## src/rtl/smrp_pkg.sv

```systemverilog
package smrp_pkg;

    // Number of message index characters captured from a notice.
    localparam int INDEX_CHARS = 3;
    // Fill counter must hold INDEX_CHARS itself.
    localparam int FILL_W = $clog2(INDEX_CHARS + 1);

    localparam int PREFIX_LEN = 6;
    localparam int POS_W = 3;
    localparam int QUOTE_W = 4;
    localparam int CFG_ADDR_W = 3;
    localparam int CFG_DATA_W = 32;

    // Register indexes on the configuration port.
    localparam logic [0:0] REG_QUOTE_TARGET = 1'b0;
    localparam logic [QUOTE_W-1:0] QUOTE_TARGET_RESET = 4'd8;

    // Characters of interest.
    localparam logic [7:0] CHAR_NEWLINE = 8'h0A;
    localparam logic [7:0] CHAR_COMMA = 8'h2C;
    localparam logic [7:0] CHAR_QUOTE = 8'h22;
    localparam logic [7:0] CHAR_SPACE = 8'h20;

    // Event kinds.
    localparam logic EV_READ_REQ = 1'b0;
    localparam logic EV_BODY = 1'b1;

    // Candidate mask bits.
    localparam int CAND_NOTICE = 0;
    localparam int CAND_REPLY = 1;

    typedef enum logic [1:0] {
        MODE_IDLE = 2'd0,
        MODE_NOTICE = 2'd1,
        MODE_REPLY = 2'd2
    } t_mode;

    typedef struct packed {
        logic       kind;
        logic [7:0] char_first;
        logic [7:0] char_second;
        logic [7:0] char_third;
        logic [1:0] char_count;
        logic [7:0] body_byte;
        logic       body_last;
    } t_result;

    // Prefix characters: "+CMTI:" for the notice, "+CMGR:" for the reply.
    function automatic logic [7:0] prefix_char(input logic reply_sel,
                                               input logic [POS_W-1:0] pos);
        logic [7:0] c;
        unique case (pos)
            3'd0: c = 8'h2B;
            3'd1: c = 8'h43;
            3'd2: c = 8'h4D;
            3'd3: c = reply_sel ? 8'h47 : 8'h54;
            3'd4: c = reply_sel ? 8'h52 : 8'h49;
            3'd5: c = 8'h3A;
            default: c = 8'h00;
        endcase
        return c;
    endfunction

endpackage

```

## src/rtl/smrp_cfg.sv

```systemverilog
module smrp_cfg (
    input  logic                               i_clk,
    input  logic                               i_rst_n,
    input  logic                               psel,
    input  logic                               penable,
    input  logic                               pwrite,
    input  logic [smrp_pkg::CFG_ADDR_W-1:0]    paddr,
    input  logic [smrp_pkg::CFG_DATA_W-1:0]    pwdata,
    output logic [smrp_pkg::CFG_DATA_W-1:0]    prdata,
    output logic                               pready,
    output logic [smrp_pkg::QUOTE_W-1:0]       o_quote_target
);

    logic [smrp_pkg::QUOTE_W-1:0] r_quote_target;
    logic                         w_hit;

    // Word index is the address above the byte offset.
    assign w_hit = (paddr[2:2] == smrp_pkg::REG_QUOTE_TARGET);
    assign pready = 1'b1;

    // Register write on the access cycle.
    always_ff @(posedge i_clk) begin
        if (!i_rst_n) begin
            r_quote_target <= smrp_pkg::QUOTE_TARGET_RESET;
        end else if (psel && penable && pwrite && w_hit) begin
            r_quote_target <= pwdata[smrp_pkg::QUOTE_W-1:0];
        end
    end

    // Read back; unmapped addresses read as zero.
    always_comb begin
        prdata = '0;
        if (w_hit) begin
            prdata = {{(smrp_pkg::CFG_DATA_W - smrp_pkg::QUOTE_W){1'b0}}, r_quote_target};
        end
    end

    assign o_quote_target = r_quote_target;

endmodule

```

## src/rtl/smrp_core.sv

```systemverilog
module smrp_core (
    input  logic                          i_clk,
    input  logic                          i_rst_n,
    input  logic                          i_fire,
    input  logic [7:0]                    i_byte,
    input  logic [smrp_pkg::QUOTE_W-1:0]  i_quote_target,
    output logic                          o_res_valid,
    output smrp_pkg::t_result             o_res
);

    localparam int N = smrp_pkg::INDEX_CHARS;
    localparam int FW = smrp_pkg::FILL_W;

    smrp_pkg::t_mode              r_mode, n_mode;
    logic [smrp_pkg::POS_W-1:0]   r_pos, n_pos;
    logic [1:0]                   r_mask, n_mask;
    logic                         r_capturing, n_capturing;
    logic [7:0]                   r_store [N];
    logic [7:0]                   n_store [N];
    logic [FW-1:0]                r_fill, n_fill;
    logic [smrp_pkg::QUOTE_W-1:0] r_tally, n_tally;
    logic                         r_header_done, n_header_done;
    logic                         r_newline_seen, n_newline_seen;
    logic                         r_body_active, n_body_active;

    logic          w_newline;
    logic [FW-1:0] w_fill_inc;
    logic          w_cap_done;
    logic [7:0]    w_cap_store [N];
    logic [1:0]    w_cap_count;
    logic [1:0]    w_mask;

    assign w_newline = (i_byte == smrp_pkg::CHAR_NEWLINE);
    assign w_fill_inc = r_fill + FW'(1);

    // Index capture: the byte goes into the slot the fill count points at.
    always_comb begin
        for (int k = 0; k < N; k++) begin
            w_cap_store[k] = r_store[k];
            if (!w_newline && r_fill == FW'(k)) begin
                w_cap_store[k] = i_byte;
            end
        end
    end

    // Capture ends on a newline or once every slot is filled.
    always_comb begin
        w_cap_done = w_newline || (w_fill_inc >= FW'(N));
        if (w_newline) begin
            w_cap_count = (r_fill > FW'(3)) ? 2'd3 : 2'(r_fill);
        end else begin
            w_cap_count = (w_fill_inc > FW'(3)) ? 2'd3 : 2'(w_fill_inc);
        end
    end

    // Prefix matching drops each candidate on its first mismatch.
    always_comb begin
        w_mask = r_mask;
        if (w_mask[smrp_pkg::CAND_NOTICE] && (r_pos >= 3'(smrp_pkg::PREFIX_LEN) ||
                i_byte != smrp_pkg::prefix_char(1'b0, r_pos))) begin
            w_mask[smrp_pkg::CAND_NOTICE] = 1'b0;
        end
        if (w_mask[smrp_pkg::CAND_REPLY] && (r_pos >= 3'(smrp_pkg::PREFIX_LEN) ||
                i_byte != smrp_pkg::prefix_char(1'b1, r_pos))) begin
            w_mask[smrp_pkg::CAND_REPLY] = 1'b0;
        end
    end

    // Next-state logic for one accepted byte.
    always_comb begin
        n_mode = r_mode;
        n_pos = r_pos;
        n_mask = r_mask;
        n_capturing = r_capturing;
        n_store = r_store;
        n_fill = r_fill;
        n_tally = r_tally;
        n_header_done = r_header_done;
        n_newline_seen = r_newline_seen;
        n_body_active = r_body_active;
        if (i_fire) begin
            unique case (r_mode)
                smrp_pkg::MODE_NOTICE: begin
                    if (r_capturing && w_cap_done) begin
                        n_capturing = 1'b0;
                        n_fill = '0;
                        n_mode = smrp_pkg::MODE_IDLE;
                    end else begin
                        if (r_capturing) begin
                            n_store = w_cap_store;
                            n_fill = w_fill_inc;
                        end
                        if (i_byte == smrp_pkg::CHAR_COMMA) begin
                            n_capturing = 1'b1;
                        end
                    end
                end
                smrp_pkg::MODE_REPLY: begin
                    if (r_header_done) begin
                        if (r_body_active) begin
                            if (w_newline) begin
                                n_tally = '0;
                                n_header_done = 1'b0;
                                n_newline_seen = 1'b0;
                                n_body_active = 1'b0;
                                n_mode = smrp_pkg::MODE_IDLE;
                            end
                        end else if (w_newline) begin
                            if (r_newline_seen) begin
                                n_body_active = 1'b1;
                            end
                            n_newline_seen = 1'b1;
                        end
                    end else if (r_tally >= i_quote_target) begin
                        n_header_done = 1'b1;
                        n_tally = '0;
                    end else if (i_byte == smrp_pkg::CHAR_QUOTE) begin
                        n_tally = r_tally + 4'd1;
                    end
                end
                default: begin
                    // Idle, and the unused mode code behaves the same way.
                    n_mask = w_mask;
                    n_pos = r_pos + 3'd1;
                    unique case (w_mask)
                        2'b01: begin
                            n_mode = smrp_pkg::MODE_NOTICE;
                            n_capturing = 1'b0;
                            n_fill = '0;
                            for (int k = 0; k < N; k++) begin
                                n_store[k] = smrp_pkg::CHAR_SPACE;
                            end
                            n_mask = 2'b11;
                            n_pos = '0;
                        end
                        2'b10: begin
                            n_mode = smrp_pkg::MODE_REPLY;
                            n_tally = '0;
                            n_header_done = 1'b0;
                            n_newline_seen = 1'b0;
                            n_body_active = 1'b0;
                            n_mask = 2'b11;
                            n_pos = '0;
                        end
                        2'b00: begin
                            n_mask = 2'b11;
                            n_pos = '0;
                        end
                        default: begin
                            n_mask = w_mask;
                        end
                    endcase
                end
            endcase
        end
    end

    // Result for the byte at hand.
    always_comb begin
        o_res_valid = 1'b0;
        o_res = '0;
        if (i_fire && r_mode == smrp_pkg::MODE_NOTICE && r_capturing && w_cap_done) begin
            o_res_valid = 1'b1;
            o_res.kind = smrp_pkg::EV_READ_REQ;
            o_res.char_first = w_cap_store[0];
            o_res.char_second = smrp_pkg::CHAR_SPACE;
            o_res.char_third = smrp_pkg::CHAR_SPACE;
            for (int k = 0; k < N; k++) begin
                if (k == 1) begin
                    o_res.char_second = w_cap_store[k];
                end
                if (k == 2) begin
                    o_res.char_third = w_cap_store[k];
                end
            end
            o_res.char_count = w_cap_count;
        end else if (i_fire && r_mode == smrp_pkg::MODE_REPLY && r_header_done &&
                r_body_active) begin
            o_res_valid = 1'b1;
            o_res.kind = smrp_pkg::EV_BODY;
            o_res.body_byte = i_byte;
            o_res.body_last = w_newline;
        end
    end

    // Parser state registers.
    always_ff @(posedge i_clk) begin
        if (!i_rst_n) begin
            r_mode <= smrp_pkg::MODE_IDLE;
            r_pos <= '0;
            r_mask <= 2'b11;
            r_capturing <= 1'b0;
            for (int k = 0; k < N; k++) begin
                r_store[k] <= smrp_pkg::CHAR_SPACE;
            end
            r_fill <= '0;
            r_tally <= '0;
            r_header_done <= 1'b0;
            r_newline_seen <= 1'b0;
            r_body_active <= 1'b0;
        end else begin
            r_mode <= n_mode;
            r_pos <= n_pos;
            r_mask <= n_mask;
            r_capturing <= n_capturing;
            r_store <= n_store;
            r_fill <= n_fill;
            r_tally <= n_tally;
            r_header_done <= n_header_done;
            r_newline_seen <= n_newline_seen;
            r_body_active <= n_body_active;
        end
    end

    // A read request always returns the parser to idle.
    a_req_to_idle: assert property (@(posedge i_clk) disable iff (!i_rst_n)
        o_res_valid && o_res.kind == smrp_pkg::EV_READ_REQ |=> r_mode == smrp_pkg::MODE_IDLE)
        else $error("read request did not return to idle");

    // The last body byte closes the reply and clears its flags.
    a_last_to_idle: assert property (@(posedge i_clk) disable iff (!i_rst_n)
        o_res_valid && o_res.body_last |=> r_mode == smrp_pkg::MODE_IDLE && !r_header_done
            && !r_body_active && !r_newline_seen)
        else $error("last body byte did not close the reply");

    // While a notice is open the fill count stays below the slot count.
    a_fill_bound: assert property (@(posedge i_clk) disable iff (!i_rst_n)
        r_mode == smrp_pkg::MODE_NOTICE |-> r_fill < FW'(N))
        else $error("index fill count out of range");

    // Body bytes only flow once the header is done.
    a_body_after_header: assert property (@(posedge i_clk) disable iff (!i_rst_n)
        r_body_active |-> r_header_done && r_newline_seen)
        else $error("body active before header end");

endmodule

```

## src/rtl/smrp_out_stage.sv

```systemverilog
module smrp_out_stage (
    input  logic              i_clk,
    input  logic              i_rst_n,
    input  logic              i_load,
    input  smrp_pkg::t_result i_res,
    input  logic              i_ready,
    output logic              o_free,
    output logic              o_valid,
    output smrp_pkg::t_result o_res
);

    logic              r_valid;
    smrp_pkg::t_result r_res;

    // The slot can take a new word when empty or being drained.
    assign o_free = !r_valid || i_ready;

    // Valid flag of the result register.
    always_ff @(posedge i_clk) begin
        if (!i_rst_n) begin
            r_valid <= 1'b0;
        end else if (i_load) begin
            r_valid <= 1'b1;
        end else if (i_ready) begin
            r_valid <= 1'b0;
        end
    end

    // Result payload.
    always_ff @(posedge i_clk) begin
        if (i_load) begin
            r_res <= i_res;
        end
    end

    assign o_valid = r_valid;
    assign o_res = r_res;

endmodule

```

## src/rtl/sms_modem_response_parser.sv

```systemverilog
// Channel   Direction  Handshake                 Payload
// rx        in         i_rx_valid / o_rx_ready   i_rx_byte
// event     out        o_ev_valid / i_ev_ready   o_event_kind, o_index_char_*, o_body_*
// config    in         APB psel / penable        paddr, pwdata, prdata
//
// One byte is accepted per cycle when the result side keeps up.
// A byte is registered at input, parsed against the parser state when the
// result slot is free; any result is visible from the result register.
// A stalled result register holds its word, stops the parse stage and, with a
// byte waiting, drops o_rx_ready; the stall reaches the input in the same cycle.
// Reset is synchronous and active low.
module sms_modem_response_parser (
    input  logic                            i_clk,
    input  logic                            i_rst_n,
    input  logic                            i_rx_valid,
    output logic                            o_rx_ready,
    input  logic [7:0]                      i_rx_byte,
    output logic                            o_ev_valid,
    input  logic                            i_ev_ready,
    output logic                            o_event_kind,
    output logic [7:0]                      o_index_char_first,
    output logic [7:0]                      o_index_char_second,
    output logic [7:0]                      o_index_char_third,
    output logic [1:0]                      o_index_char_count,
    output logic [7:0]                      o_body_byte,
    output logic                            o_body_last,
    input  logic                            psel,
    input  logic                            penable,
    input  logic                            pwrite,
    input  logic [smrp_pkg::CFG_ADDR_W-1:0] paddr,
    input  logic [smrp_pkg::CFG_DATA_W-1:0] pwdata,
    output logic [smrp_pkg::CFG_DATA_W-1:0] prdata,
    output logic                            pready
);

    logic                         r_in_valid;
    logic [7:0]                   r_in_byte;
    logic                         w_fire;
    logic                         w_free;
    logic                         w_res_valid;
    smrp_pkg::t_result            w_res;
    smrp_pkg::t_result            w_out;
    logic [smrp_pkg::QUOTE_W-1:0] w_quote_target;

    // The parse stage advances whenever it holds a byte and the result slot is free.
    assign w_fire = r_in_valid && w_free;
    assign o_rx_ready = !r_in_valid || w_fire;

    // Input register.
    always_ff @(posedge i_clk) begin
        if (!i_rst_n) begin
            r_in_valid <= 1'b0;
        end else if (o_rx_ready) begin
            r_in_valid <= i_rx_valid;
        end
    end

    always_ff @(posedge i_clk) begin
        if (o_rx_ready && i_rx_valid) begin
            r_in_byte <= i_rx_byte;
        end
    end

    smrp_cfg u_cfg (
        .i_clk          (i_clk),
        .i_rst_n        (i_rst_n),
        .psel           (psel),
        .penable        (penable),
        .pwrite         (pwrite),
        .paddr          (paddr),
        .pwdata         (pwdata),
        .prdata         (prdata),
        .pready         (pready),
        .o_quote_target (w_quote_target)
    );

    smrp_core u_core (
        .i_clk          (i_clk),
        .i_rst_n        (i_rst_n),
        .i_fire         (w_fire),
        .i_byte         (r_in_byte),
        .i_quote_target (w_quote_target),
        .o_res_valid    (w_res_valid),
        .o_res          (w_res)
    );

    smrp_out_stage u_out (
        .i_clk   (i_clk),
        .i_rst_n (i_rst_n),
        .i_load  (w_res_valid),
        .i_res   (w_res),
        .i_ready (i_ev_ready),
        .o_free  (w_free),
        .o_valid (o_ev_valid),
        .o_res   (w_out)
    );

    // Result fields.
    assign o_event_kind = w_out.kind;
    assign o_index_char_first = w_out.char_first;
    assign o_index_char_second = w_out.char_second;
    assign o_index_char_third = w_out.char_third;
    assign o_index_char_count = w_out.char_count;
    assign o_body_byte = w_out.body_byte;
    assign o_body_last = w_out.body_last;

endmodule

```

## config.mk

```make
export PLATFORM = sky130hd
export DESIGN_NAME = sms_modem_response_parser
export DESIGN_NICKNAME = d
export VERILOG_FILES = /design/src/rtl/smrp_pkg.sv /design/src/rtl/smrp_cfg.sv /design/src/rtl/smrp_core.sv /design/src/rtl/smrp_out_stage.sv /design/src/rtl/sms_modem_response_parser.sv
export SDC_FILE = /design/constraint.sdc
export NUM_CORES = 1
export LEC_CHECK = 0
export BUFFER_PORTS_ARGS = -buffer_cell sky130_fd_sc_hd__buf_2
export CAP_MARGIN = 5
export CORE_MARGIN = 2
export CORE_UTILIZATION = 50
export CTS_CLUSTER_SIZE = 14
export DETAILED_ROUTE_END_ITERATION = 6
export PLACE_DENSITY = 0.72
export SLEW_MARGIN = 10
export SYNTH_ARGS = -nofsm -noshare
export SYNTH_HDL_FRONTEND = slang
export SYNTH_SLANG_ARGS = --single-unit
```

## constraint.sdc

```tcl
create_clock -name i_clk -period 9.1 [get_ports i_clk]
set_clock_uncertainty 0.15 [all_clocks]
set_input_delay 0.91 -clock i_clk [delete_from_list [all_inputs] [get_ports i_clk]]
set_output_delay 0.91 -clock i_clk [all_outputs]
set_load 0.05 [all_outputs]
```

==> results of run 1 <==
==> sequential cells by signal, summed over array words and instances, names as in the netlist, 2 cells and up <==
register,count
u_core.r_mask,2
u_out.o_res,36
u_cfg.o_quote_target,4
u_core.r_store,24
u_core.r_pos,3
r_in_byte,8
u_core.r_fill,2
u_core.r_mode,2
u_core.r_tally,4
==> cell type report <==
type	instances	area [sq um]
clock buffers	9	124
fillers	760	3820
flip-flops and latches	91	2260
multi-input cells	326	2000
inverters	20	75.1
repair buffers	62	313
clock inverters	7	73.8
well taps	108	135
==> how the worst max path moves through the flow <==
stage / end / slack (ns) / depth (start not counted)
after floorplan: u_core.r_store[0]$_SDFFE_PN0P_ / 5.78 / 13
after global placement: u_core.r_store[13]$_SDFFE_PN1P_ / 5.38 / 12
after detailed placement: u_core.r_store[21]$_SDFFE_PN1P_ / 5.26 / 12
after CTS: u_core.r_store[21]$_SDFFE_PN1P_ / 5.27 / 12
after global routing: u_core.r_store[13]$_SDFFE_PN1P_ / 4.91 / 12
final: u_core.r_store[21]$_SDFFE_PN1P_ / 5.26 / 12
==> power by group through the flow <==
stage | logic [uW] | registers (uW) | clock network, uW
after global routing | 54.4 | 443 | 294
final | 51.1 | 442 | 271
after detailed placement | 50.8 | 451 | 0
after floorplan | 60.1 | 440 | 0
after global placement | 50.0 | 451 | 0
after CTS | 50.9 | 442 | 277
==> through the flow <==
stage	power (uW)	instance area (sq um)
6_report	763	4990
5_1_grt	791	4990
4_1_cts	769	4990
3_5_place_dp	502	4790
3_3_place_gp	501	4790
2_1_floorplan	500	4690
==> per-layer routing <==
| layer | up-vias | track usage [%] |
|---|---|---|
| met5 | - | 0 |
| met4 | 0 | 5.90 |
| met3 | 8 | 3.65 |
| met2 | 94 | 29.9 |
| met1 | 1615 | 27.2 |
| li1 | 1677 | - |
==> tightest hold or removal path, cell delays in order, from the launching register on <==
cell and delay (ns):
dfxtp_1 0.32, inv_1 0.05, a22oi_1 0.05
==> cell usage in the layout (no fill, tap or decap), drive strengths merged, types with 7 or more instances in the layout <==
master / netlist / layout
a21oi: 37 / 37
a22o: 21 / 21
and2: 9 / 9
and3: 9 / 9
buf: 38 / 62
clkbuf: 15 / 9
conb: 2 / 29
dfxtp: 47 / 47
edfxtp: 44 / 44
ha: 19 / 19
inv: 20 / 24
mux2i: 7 / 7
nand2: 71 / 71
nand3: 15 / 15
nor2: 19 / 19
nor3: 7 / 7
o21ai: 9 / 9
==> logic make-up (layout without fill, tap and decap cells) <==
logic type	after synthesis	count (layout)	synth area share (%)
and+or+nand+nor	163	163	17.9
AOI/OAI and AO/OA	98	98	14.7
DFF	91	91	49.3
buffers and inverters	73	98	9.17
adders and majority gates	19	19	5.18
xor gates and xnor gates	9	9	1.72
muxes	8	8	1.77
other	2	29	0.164
==> results.yml, run 1 <==
pwr:
  power.leakage_uw: 0.00182
  power_switching_uw: 215
  switching_share_pct: 28.2
  seqPwrFrac_pct: 57.9
  p_int_uw: 548
  clockPowerShare_pct: 35.5
  p_comb_share_pct: 6.7
  p_per_area_mw_per_mm2: 153
  vdd_drop_max_mv: 0.0752
drt:
  routedWlPerCell_um: 14.4
  top_layer_used: "met4"
  vias: 3394
  drc: 0
  drt-total-wl_um: 8960
  detail-route-antenna-nets: 0
  dr_wl_met3_um: 476
  met1Wirelength_um: 4200
  drt_iter0_markers: 220
  dr_wl_met2_um: 4160
  routed_via_density: 5.45
  drtPass1Iterations: 4
worst_setup_path:
  rr_worst_depth: 12
  cp.arrival_ns: 3.92
  cp.required_ns: 9.18
  rr_endpoint: "u_core.r_store[21]$_SDFFE_PN1P_"
  cp_num_buf_inv: 1
  worstSetupStartpointType: "flop"
  slowest_delay_ns: 0.62
  cp_max_fo: 14
  end_kind: "flop"
  startpoint: "u_core.r_pos[2]$_SDFFE_PN0P_"
  r2r_start: "u_core.r_pos[2]$_SDFFE_PN0P_"
  path_class: "reg2reg"
  cp_common_cell: "ha_1"
  cp_top_family: "simple AND/OR/NAND/NOR gates"
  slowest_stage: "dfxtp_1"
  r2r_setup_slack_ns: 5.26
  cp_cell_sequence: "inv_2 -> ha_1 -> nor3b_1 -> a21oi_1 -> xnor2_1 -> nand3_1 -> nor4_1 -> ha_1 -> o2111ai_1 -> nor4b_4 -> and3_1 -> a22oi_1"
sta:
  tightest_slew_ns: 0.612
  rsz0062_at_grt: "no"
  setup_viol_count_final: 0
  period_share_pct: 42.2
  max-slew-margin-rel_pct: 59.2
  min_period_ns: 3.84
  tns_ns: 0
  hold_slack_ns: 0.314
  fin_ws_ns: 5.26
  report.final.hold_viol_count: 0
  fmax_mhz: 260
  final_max_slew_viol_count: 0
min_path:
  hold_path_class: "reg2reg"
  hold_start: "u_core.r_store[5]$_SDFFE_PN1P_"
  min_delay_path_depth: 2
  holdPathEnd: "u_core.r_store[5]$_SDFFE_PN1P_"
floorplanning:
  start_util_pct: 52.1
  die_width_um: 99.8
  core_sq_mm: 0.00881
  die_area_sq_mm: 0.00995
  die_h_um: 99.8
  ioPinCount: 121
  row_count: 34
finish:
  nets: 579
  postLayoutCoreUtil_pct: 56.6
  fin_cells: 623
  drive_gt1_share_pct: 17.9
  diodes: 0
  area_growth_pct: 8.76
synthesis:
  synth_most_common_cell: "nand2_1"
  synth_top_area_cell: "edfxtp_1"
  ys_top_cells_by_area: "edfxtp_1 (29%), dfxtp_1 (21%), nand2_1 (5.6%)"
  synth_ff_type: "dfxtp_1"
  synth-warning-count: 0
  yosysSeqAreaShare_pct: 49.3
  synthTopCellsByCount: "nand2_1 (69), dfxtp_1 (47), edfxtp_1 (44)"
  synth.ff_latch_count: 91
  syn_inst: 463
  synth_area_per_cell_sq_um: 9.90
  synth_edf_count: 44
  synth_top_area_share_pct: 28.8
  async_flop_share_pct: 0
  yosysUniqueCellTypes: 56
  netlist_area_sq_mm: 0.00459
global_routing:
  grt_max_degree: 37
  antenna_found_initial: 0
  first_global_vias: 3118
  gr-usage-all-layers_pct: 19.2
  grt-ovfl-total: 0
  grt_pass1_wl_um: 15300
cts:
  cts.clk_slew.worst_paths_ns: 0.10
  cts_tree: "yes"
  ctsResizeCount: 0
  clk_latency_ns: 0.37
  clock_sinks: 91
  cts_setup_buffers: 0
  hold_buffers: 0
  clock-root-buffer: "clkbuf_8"
  numCtsBuffers: 9
  cts_max_level: 3
  clk_path_buf_depth: 2
placement:
  dp.cells: 607
  place.gp.congestion: 0.809
  io_buffers: 61
  dpl.hpwl_um: 6260
  dp_slack_ns: 5.26
status:
  status: "completed"
flow_run:
  maxCapViolCount: 0
Power figures use the tool's default switching activity.
==> run 2: changes to the inputs <==
--- a/config.mk
+++ b/config.mk
@@ -5,13 +5,14 @@
 export SDC_FILE = /design/constraint.sdc
 export NUM_CORES = 1
 export LEC_CHECK = 0
+export ABC_AREA = 1
 export BUFFER_PORTS_ARGS = -buffer_cell sky130_fd_sc_hd__buf_2
 export CAP_MARGIN = 5
 export CORE_MARGIN = 2
 export CORE_UTILIZATION = 50
 export CTS_CLUSTER_SIZE = 14
 export DETAILED_ROUTE_END_ITERATION = 6
-export PLACE_DENSITY = 0.72
+export PLACE_DENSITY = 0.71
 export SLEW_MARGIN = 10
 export SYNTH_ARGS = -nofsm -noshare
 export SYNTH_HDL_FRONTEND = slang
==> constraint.sdc (replaced) <==
create_clock -name i_clk -period 3.9 [get_ports i_clk]
set_clock_uncertainty 0.15 [all_clocks]
set_input_delay 0.39 -clock i_clk [delete_from_list [all_inputs] [get_ports i_clk]]
set_output_delay 0.39 -clock i_clk [all_outputs]
set_load 0.05 [all_outputs]
==> run 2 against run 1 <==
  * Sequential cell count unchanged
  * Sequential share of layout area shrank 4.3 points
  * Clock power grew to 2.5 times the previous value
  * Final cell count increased by 36%
  * Via count rose by 23%
  * Sequential power increased by 130%
  * Design area rose by 10%
  * Critical endpoint is now u_core.r_store[7]$_SDFFE_PN0P_
  * Non-clock buffer count increased by 2
==> results.yml, run 2 <==
status:
  status: "completed"
cts:
  cts_tree: "yes"
  clk_latency_ns: 0.37
  hold_buffers: 0
  cts_setup_buffers: 0
  ctsResizeCount: 0
  clock-root-buffer: "clkbuf_8"
  clock_sinks: 91
  cts_max_level: 3
  cts.clk_slew.worst_paths_ns: 0.10
  numCtsBuffers: 9
  clk_path_buf_depth: 2
synthesis:
  yosys.area_share.simple_pct: 23.9
  synth_compound_area_share_pct: 10.9
  synthTopCellsByCount: "nand2_1 (156), inv_1 (104), nor2_1 (78)"
  synth-warning-count: 0
  synth_top_area_cell: "edfxtp_1"
  yosysSeqAreaShare_pct: 45.1
  synth_area_per_cell_sq_um: 7.69
  muxShareOfSynthArea_pct: 0
  netlist_area_sq_mm: 0.00502
  yosysUniqueCellTypes: 35
  async_flop_share_pct: 0
  synth_most_common_cell: "nand2_1"
  synth_fa_ha_area_share_pct: 4.74
  synth_xor_area_share_pct: 0.523
  synth_ff_type: "dfxtp_1"
  ys_top_cells_by_area: "edfxtp_1 (26%), dfxtp_1 (19%), nand2_1 (12%)"
  synth_top_family_by_area: "simple AND/OR/NAND/NOR gates"
  synth_edf_count: 44
  synth.ff_latch_count: 91
  synth_top_area_share_pct: 26.3
  syn_inst: 653
drt:
  drt_iter0_markers: 183
  detail-route-antenna-nets: 0
  drt-total-wl_um: 10700
  drtPass1Iterations: 5
  routed_via_density: 4.92
  vias: 4160
  routedWlPerCell_um: 12.6
  drc: 0
sta:
  tns_ns: 0
  max-slew-margin-rel_pct: 61.9
  final_max_slew_viol_count: 0
  fmax_mhz: 282
  report.final.hold_viol_count: 0
  fin_ws_ns: 0.356
  min_period_ns: 3.54
  tightest_slew_ns: 0.571
  period_share_pct: 90.9
  setup_viol_count_final: 0
  rsz0062_at_grt: "no"
worst_setup_path:
  cp.required_ns: 4.05
  rr_endpoint: "u_core.r_store[7]$_SDFFE_PN0P_"
  path_class: "reg2reg"
  r2r_start: "u_core.r_pos[0]$_SDFFE_PN0P_"
  end_kind: "flop"
  r2r_setup_slack_ns: 0.36
  rr_worst_depth: 18
  startpoint: "u_core.r_pos[0]$_SDFFE_PN0P_"
  cp_common_cell: "nand2_1"
  cp.arrival_ns: 3.70
  worstSetupStartpointType: "flop"
  slowest_delay_ns: 0.48
  cp_cell_sequence: "inv_1 -> ha_1 -> inv_1 -> nand2_1 -> nand2_1 -> nand2_1 -> nand2_1 -> nand3_1 -> nor4_1 -> ha_1 -> nor2_1 -> nor2_1 -> nand2_1 -> a21oi_2 -> inv_2 -> nor2_4 -> nand2_1 -> a21oi_1"
  cp_max_fo: 23
  slowest_stage: "nor2_4"
global_routing:
  grt_max_degree: 37
  antenna_found_initial: 0
  gr-usage-all-layers_pct: 20.0
  grt_pass1_wl_um: 17600
  first_global_vias: 3842
  grt-ovfl-total: 0
finish:
  seq_area_sq_mm: 0.00226
  most-common-layout-cells: "nand2_1 (156), inv_1 (104), nor2_1 (78), buf_2 (61), dfxtp_1 (47)"
  postLayoutCoreUtil_pct: 56.4
  diodes: 0
  drive_gt1_share_pct: 13.5
  largest_reg_flops: 36
  multi_input_area_sq_mm: 0.00212
  nets: 777
  final_common_cell: "nand2_1"
  fill_cells: 912
  area_growth_pct: 9.77
placement:
  io_buffers: 61
  place.gp.congestion: 0.911
  dp_slack_ns: 0.366
  dpl.hpwl_um: 7600
floorplanning:
  row_count: 36
  die_area_sq_mm: 0.0109
  ioPinCount: 121
  die_width_um: 104
  start_util_pct: 51.4
  die_h_um: 104
  core_sq_mm: 0.00977
min_path:
  holdPathEnd: "r_in_byte[1]$_DFFE_PP_"
  hold_path_class: "in2reg"
  min_delay_path_depth: 1
  hold_start: "i_rx_byte[1]"
flow_run:
  maxCapViolCount: 0
pwr:
  p_per_area_mw_per_mm2: 351
  vdd_drop_max_mv: 0.213
  power.leakage_uw: 0.00241
[run 2: worst max path at each step]
| stage | endpoint | slack, ns | cells past startpoint |
|---|---|---|---|
| after detailed placement | u_core.r_store[7]$_SDFFE_PN0P_ | 0.37 | 18 |
| final | u_core.r_store[7]$_SDFFE_PN0P_ | 0.36 | 18 |
| after CTS | u_core.r_store[7]$_SDFFE_PN0P_ | 0.34 | 18 |
| after floorplan | u_core.r_store[0]$_SDFFE_PN0P_ | 1.11 | 18 |
| after global placement | u_core.r_store[16]$_SDFFE_PN0P_ | 0.52 | 16 |
| after global routing | u_core.r_store[22]$_SDFFE_PN0P_ | 0.01 | 18 |
[run 2: cells by family (layout without fill, tap and decap cells)]
logic type	after synthesis	in the layout
simple gates	286	286
other cells	2	29
fa+ha+maj	19	19
compound gates	94	94
buf+inv	158	191
flops	91	91
xor+xnor	3	3
[run 2: cell type report]
| cell class | count | share of cell area (%) |
|---|---|---|
| clock inverters | 6 | 1.45 |
| clock buffers | 10 | 2.50 |
| inverters | 111 | 7.56 |
| multi-input cells | 431 | 38.5 |
| well taps | 133 | 3.02 |
| flip-flops and latches | 91 | 41.1 |
| repair buffers | 64 | 5.95 |
[run 2: worst max-delay path, delay by kind of cell, from the launching register on]
kind / cells / cell delay [ns]
flops: 1 / 0.38
buf+inv: 3 / 0.36
compound gates: 2 / 0.33
simple gates: 11 / 1.77
fa+ha+maj: 2 / 0.49
[run 2: stage by stage]
stage	cells	hold WS, ns	total power [uW]	instance area [sq um]
final	846	0.0416	1940	5510
after global routing	846	0.0282	2010	5510
after CTS	846	0.0263	1950	5510
after detailed placement	830	0.306	1270	5290
after global placement	830	0.301	1260	5290
after floorplan	680	0.290	1240	5120
[run 2: report_power, final]
| part | total, uW | internal [uW] | switching [uW] |
|---|---|---|---|
| logic | 219 | 52.2 | 167 |
| registers | 1030 | 1010 | 21.8 |
| clock network | 688 | 326 | 362 |
| total | 1940 | 1380 | 551 |
[run 2: per-layer routing]
layer / GRT usage [%] / vias up / routed length [um]
met1: 24.9 / 1891 / 4730
met2: 34.6 / 129 / 5140
li1: - / 2121 / -
met5: 0 / - / 0
met4: 7.53 / 0 / 233
met3: 3.88 / 19 / 560
==> run 3: changes to the inputs <==
--- a/config.mk
+++ b/config.mk
@@ -6,13 +6,13 @@
 export NUM_CORES = 1
 export LEC_CHECK = 0
 export ABC_AREA = 1
-export BUFFER_PORTS_ARGS = -buffer_cell sky130_fd_sc_hd__buf_2
 export CAP_MARGIN = 5
 export CORE_MARGIN = 2
 export CORE_UTILIZATION = 50
 export CTS_CLUSTER_SIZE = 14
 export DETAILED_ROUTE_END_ITERATION = 6
-export PLACE_DENSITY = 0.71
+export DONT_BUFFER_PORTS = 1
+export PLACE_DENSITY = 0.61
 export SLEW_MARGIN = 10
 export SYNTH_ARGS = -nofsm -noshare
 export SYNTH_HDL_FRONTEND = slang
==> run 3 against run 2 <==
  * Critical path depth is 2 lower
  * Sequential power is essentially flat
  * Design area fell by 4.3%
  * Routed wire length up 1.6%
  * Register-to-register slack improved by 0.08 ns
  * Total power is 5.9% lower
  * Non-clock buffer count is 50 lower
  * Utilization shrank 2.4 points
  * Clock-buffer cell count did not move
  * Clock power shrank 17%
  * Combinational power about the same
  * First-iteration DRC count shrank 11%
  * Critical path type unchanged
  * Critical endpoint is now u_core.r_store[13]$_SDFFE_PN1P_
  * Highest routed layer unchanged
==> results.yml, run 3 (synthesis gave the netlist of run 2 again) <==
status:
  status: "completed"
pwr:
  p_per_area_mw_per_mm2: 345
  vdd_drop_max_mv: 0.189
  power.leakage_uw: 0.00222
  p_int_uw: 1290
  switching_share_pct: 29.1
  seqPwrFrac_pct: 56.5
  power_switching_uw: 530
  clockPowerShare_pct: 31.5
  p_comb_share_pct: 12.0
cts:
  cts.clk_slew.worst_paths_ns: 0.09
  clock_sinks: 91
  cts_tree: "yes"
  cts_setup_buffers: 0
  cts_max_level: 3
  clk_path_buf_depth: 2
  numCtsBuffers: 9
  clock-root-buffer: "clkbuf_8"
  clk_latency_ns: 0.36
floorplanning:
  ioPinCount: 121
  die_h_um: 104
  die_width_um: 104
  start_util_pct: 51.4
  die_area_sq_mm: 0.0109
  row_count: 36
  core_sq_mm: 0.00977
global_routing:
  grt-ovfl-total: 0
  antenna_found_initial: 0
  gr-usage-all-layers_pct: 20.5
  first_global_vias: 3726
  grt_max_degree: 37
  grt_pass1_wl_um: 17900
drt:
  routedWlPerCell_um: 13.6
  routed_via_density: 5.02
  detail-route-antenna-nets: 0
  drt_iter0_markers: 163
  drt-total-wl_um: 10800
  drc: 0
  drtPass1Iterations: 5
  vias: 3992
flow_run:
  maxCapViolCount: 0
sta:
  rsz0062_at_grt: "no"
  period_share_pct: 88.7
  report.final.hold_viol_count: 0
  fmax_mhz: 289
  tightest_slew_ns: 0.879
  max-slew-margin-rel_pct: 41.2
  tns_ns: 0
  final_max_slew_viol_count: 0
  min_period_ns: 3.46
  setup_viol_count_final: 0
worst_setup_path:
  rr_worst_depth: 16
  r2r_setup_slack_ns: 0.44
  cp.arrival_ns: 3.61
  r2r_start: "u_core.r_pos[2]$_SDFFE_PN0P_"
  path_class: "reg2reg"
  startpoint: "u_core.r_pos[2]$_SDFFE_PN0P_"
  end_kind: "flop"
  rr_endpoint: "u_core.r_store[13]$_SDFFE_PN1P_"
  cp.required_ns: 4.05
  worstSetupStartpointType: "flop"
  cp_max_fo: 25
placement:
  dpl.hpwl_um: 7350
  place.gp.congestion: 0.912
  io_buffers: 0
finish:
  final_common_cell: "nand2_1"
  nets: 728
  most-common-layout-cells: "nand2_1 (156), inv_1 (104), nor2_1 (78), dfxtp_1 (47), edfxtp_1 (44)"
  largest_reg_flops: 36
  drive_gt1_share_pct: 5.13
  postLayoutCoreUtil_pct: 54.0
  fill_cells: 931
  area_growth_pct: 5.08
  diodes: 0
min_path:
  min_delay_path_depth: 2
  hold_start: "i_rst_n"
  hold_path_class: "in2reg"
  holdPathEnd: "u_cfg.o_quote_target[0]$_SDFFE_PN0P_"
[run 3: cell count changes in the layout (fill, tap and decap cells not counted), sizes merged]
cell / previous run / this run
buf: 64 / 3
dlygate4sd3: 0 / 11
clkinv: 1 / 3
inv: 114 / 112
bufinv: 1 / 0
nor2: 81 / 82
[run 3: area by class of cell]
type | count | area (sq um) | share of cell area, %
Clock buffer | 10 | 128 | 2.42
Clock inverter | 5 | 38.8 | 0.735
Inverter | 111 | 417 | 7.90
Multi-Input combinational cell | 432 | 2130 | 40.4
Sequential cell | 91 | 2260 | 42.9
Tap cell | 133 | 166 | 3.15
Timing Repair Buffer | 14 | 133 | 2.51
[run 3: repair_timing]
| action | CTS | global route |
|---|---|---|
| hold buffers | 11 | 0 |
| endpoints found under the setup margin | 0 | 18 |
| hold endpoints to repair | 20 | 0 |
| resized for setup | 0 | 1 |
[run 3: worst max-delay path by stage]
stage and end:
2_1_floorplan u_core.r_store[0]$_SDFFE_PN0P_, 3_3_place_gp u_core.r_store[14]$_SDFFE_PN0P_, 3_5_place_dp u_core.r_store[0]$_SDFFE_PN0P_, 4_1_cts u_core.r_store[0]$_SDFFE_PN0P_
5_1_grt u_core.r_store[5]$_SDFFE_PN1P_, 6_report u_core.r_store[13]$_SDFFE_PN1P_
[run 3: power groups by stage]
stage / combinational (uW) / sequential [uW] / clock (uW)
floorplan: 204 / 1040 / 0
global placement: 202 / 1050 / 0
detailed placement: 204 / 1050 / 0
CTS: 216 / 1030 / 596
global route: 242 / 1030 / 626
finish: 218 / 1030 / 574
[run 3: metrics by stage]
step	hold slack, ns	setup slack [ns]	total power [uW]	cells	area (sq um)
floorplan	0.290	1.11	1240	680	5120
global placement	0.301	0.454	1250	769	4990
detailed placement	0.305	0.354	1250	769	4990
CTS	0.000604	0.325	1840	795	5260
global route	0.0113	0.0723	1900	796	5280
finish	0.0178	0.439	1820	796	5280
[run 3: routing by layer]
metal | wire length (um) | GRT usage, % | up-vias
met5 | 0 | 0 | -
met4 | 130 | 6.08 | 0
met3 | 578 | 3.07 | 11
met2 | 5070 | 34.3 | 121
met1 | 5060 | 27.7 | 1840
li1 | - | - | 2020
[run 3: critical path: stages, from the launching register on]
cell     delay [ns]
dfxtp_1        0.48
inv_2          0.14
ha_1           0.26
a21oi_1        0.19
nand2_1        0.07
nand2_1        0.06
nand3_1        0.19
nor4_1         0.47
ha_1           0.22
nor2_1         0.05
nor2_1         0.13
nand2_1        0.11
a21oi_2        0.17
nand2_2        0.33
inv_1          0.19
o21ai_0        0.11
nand3_1        0.08
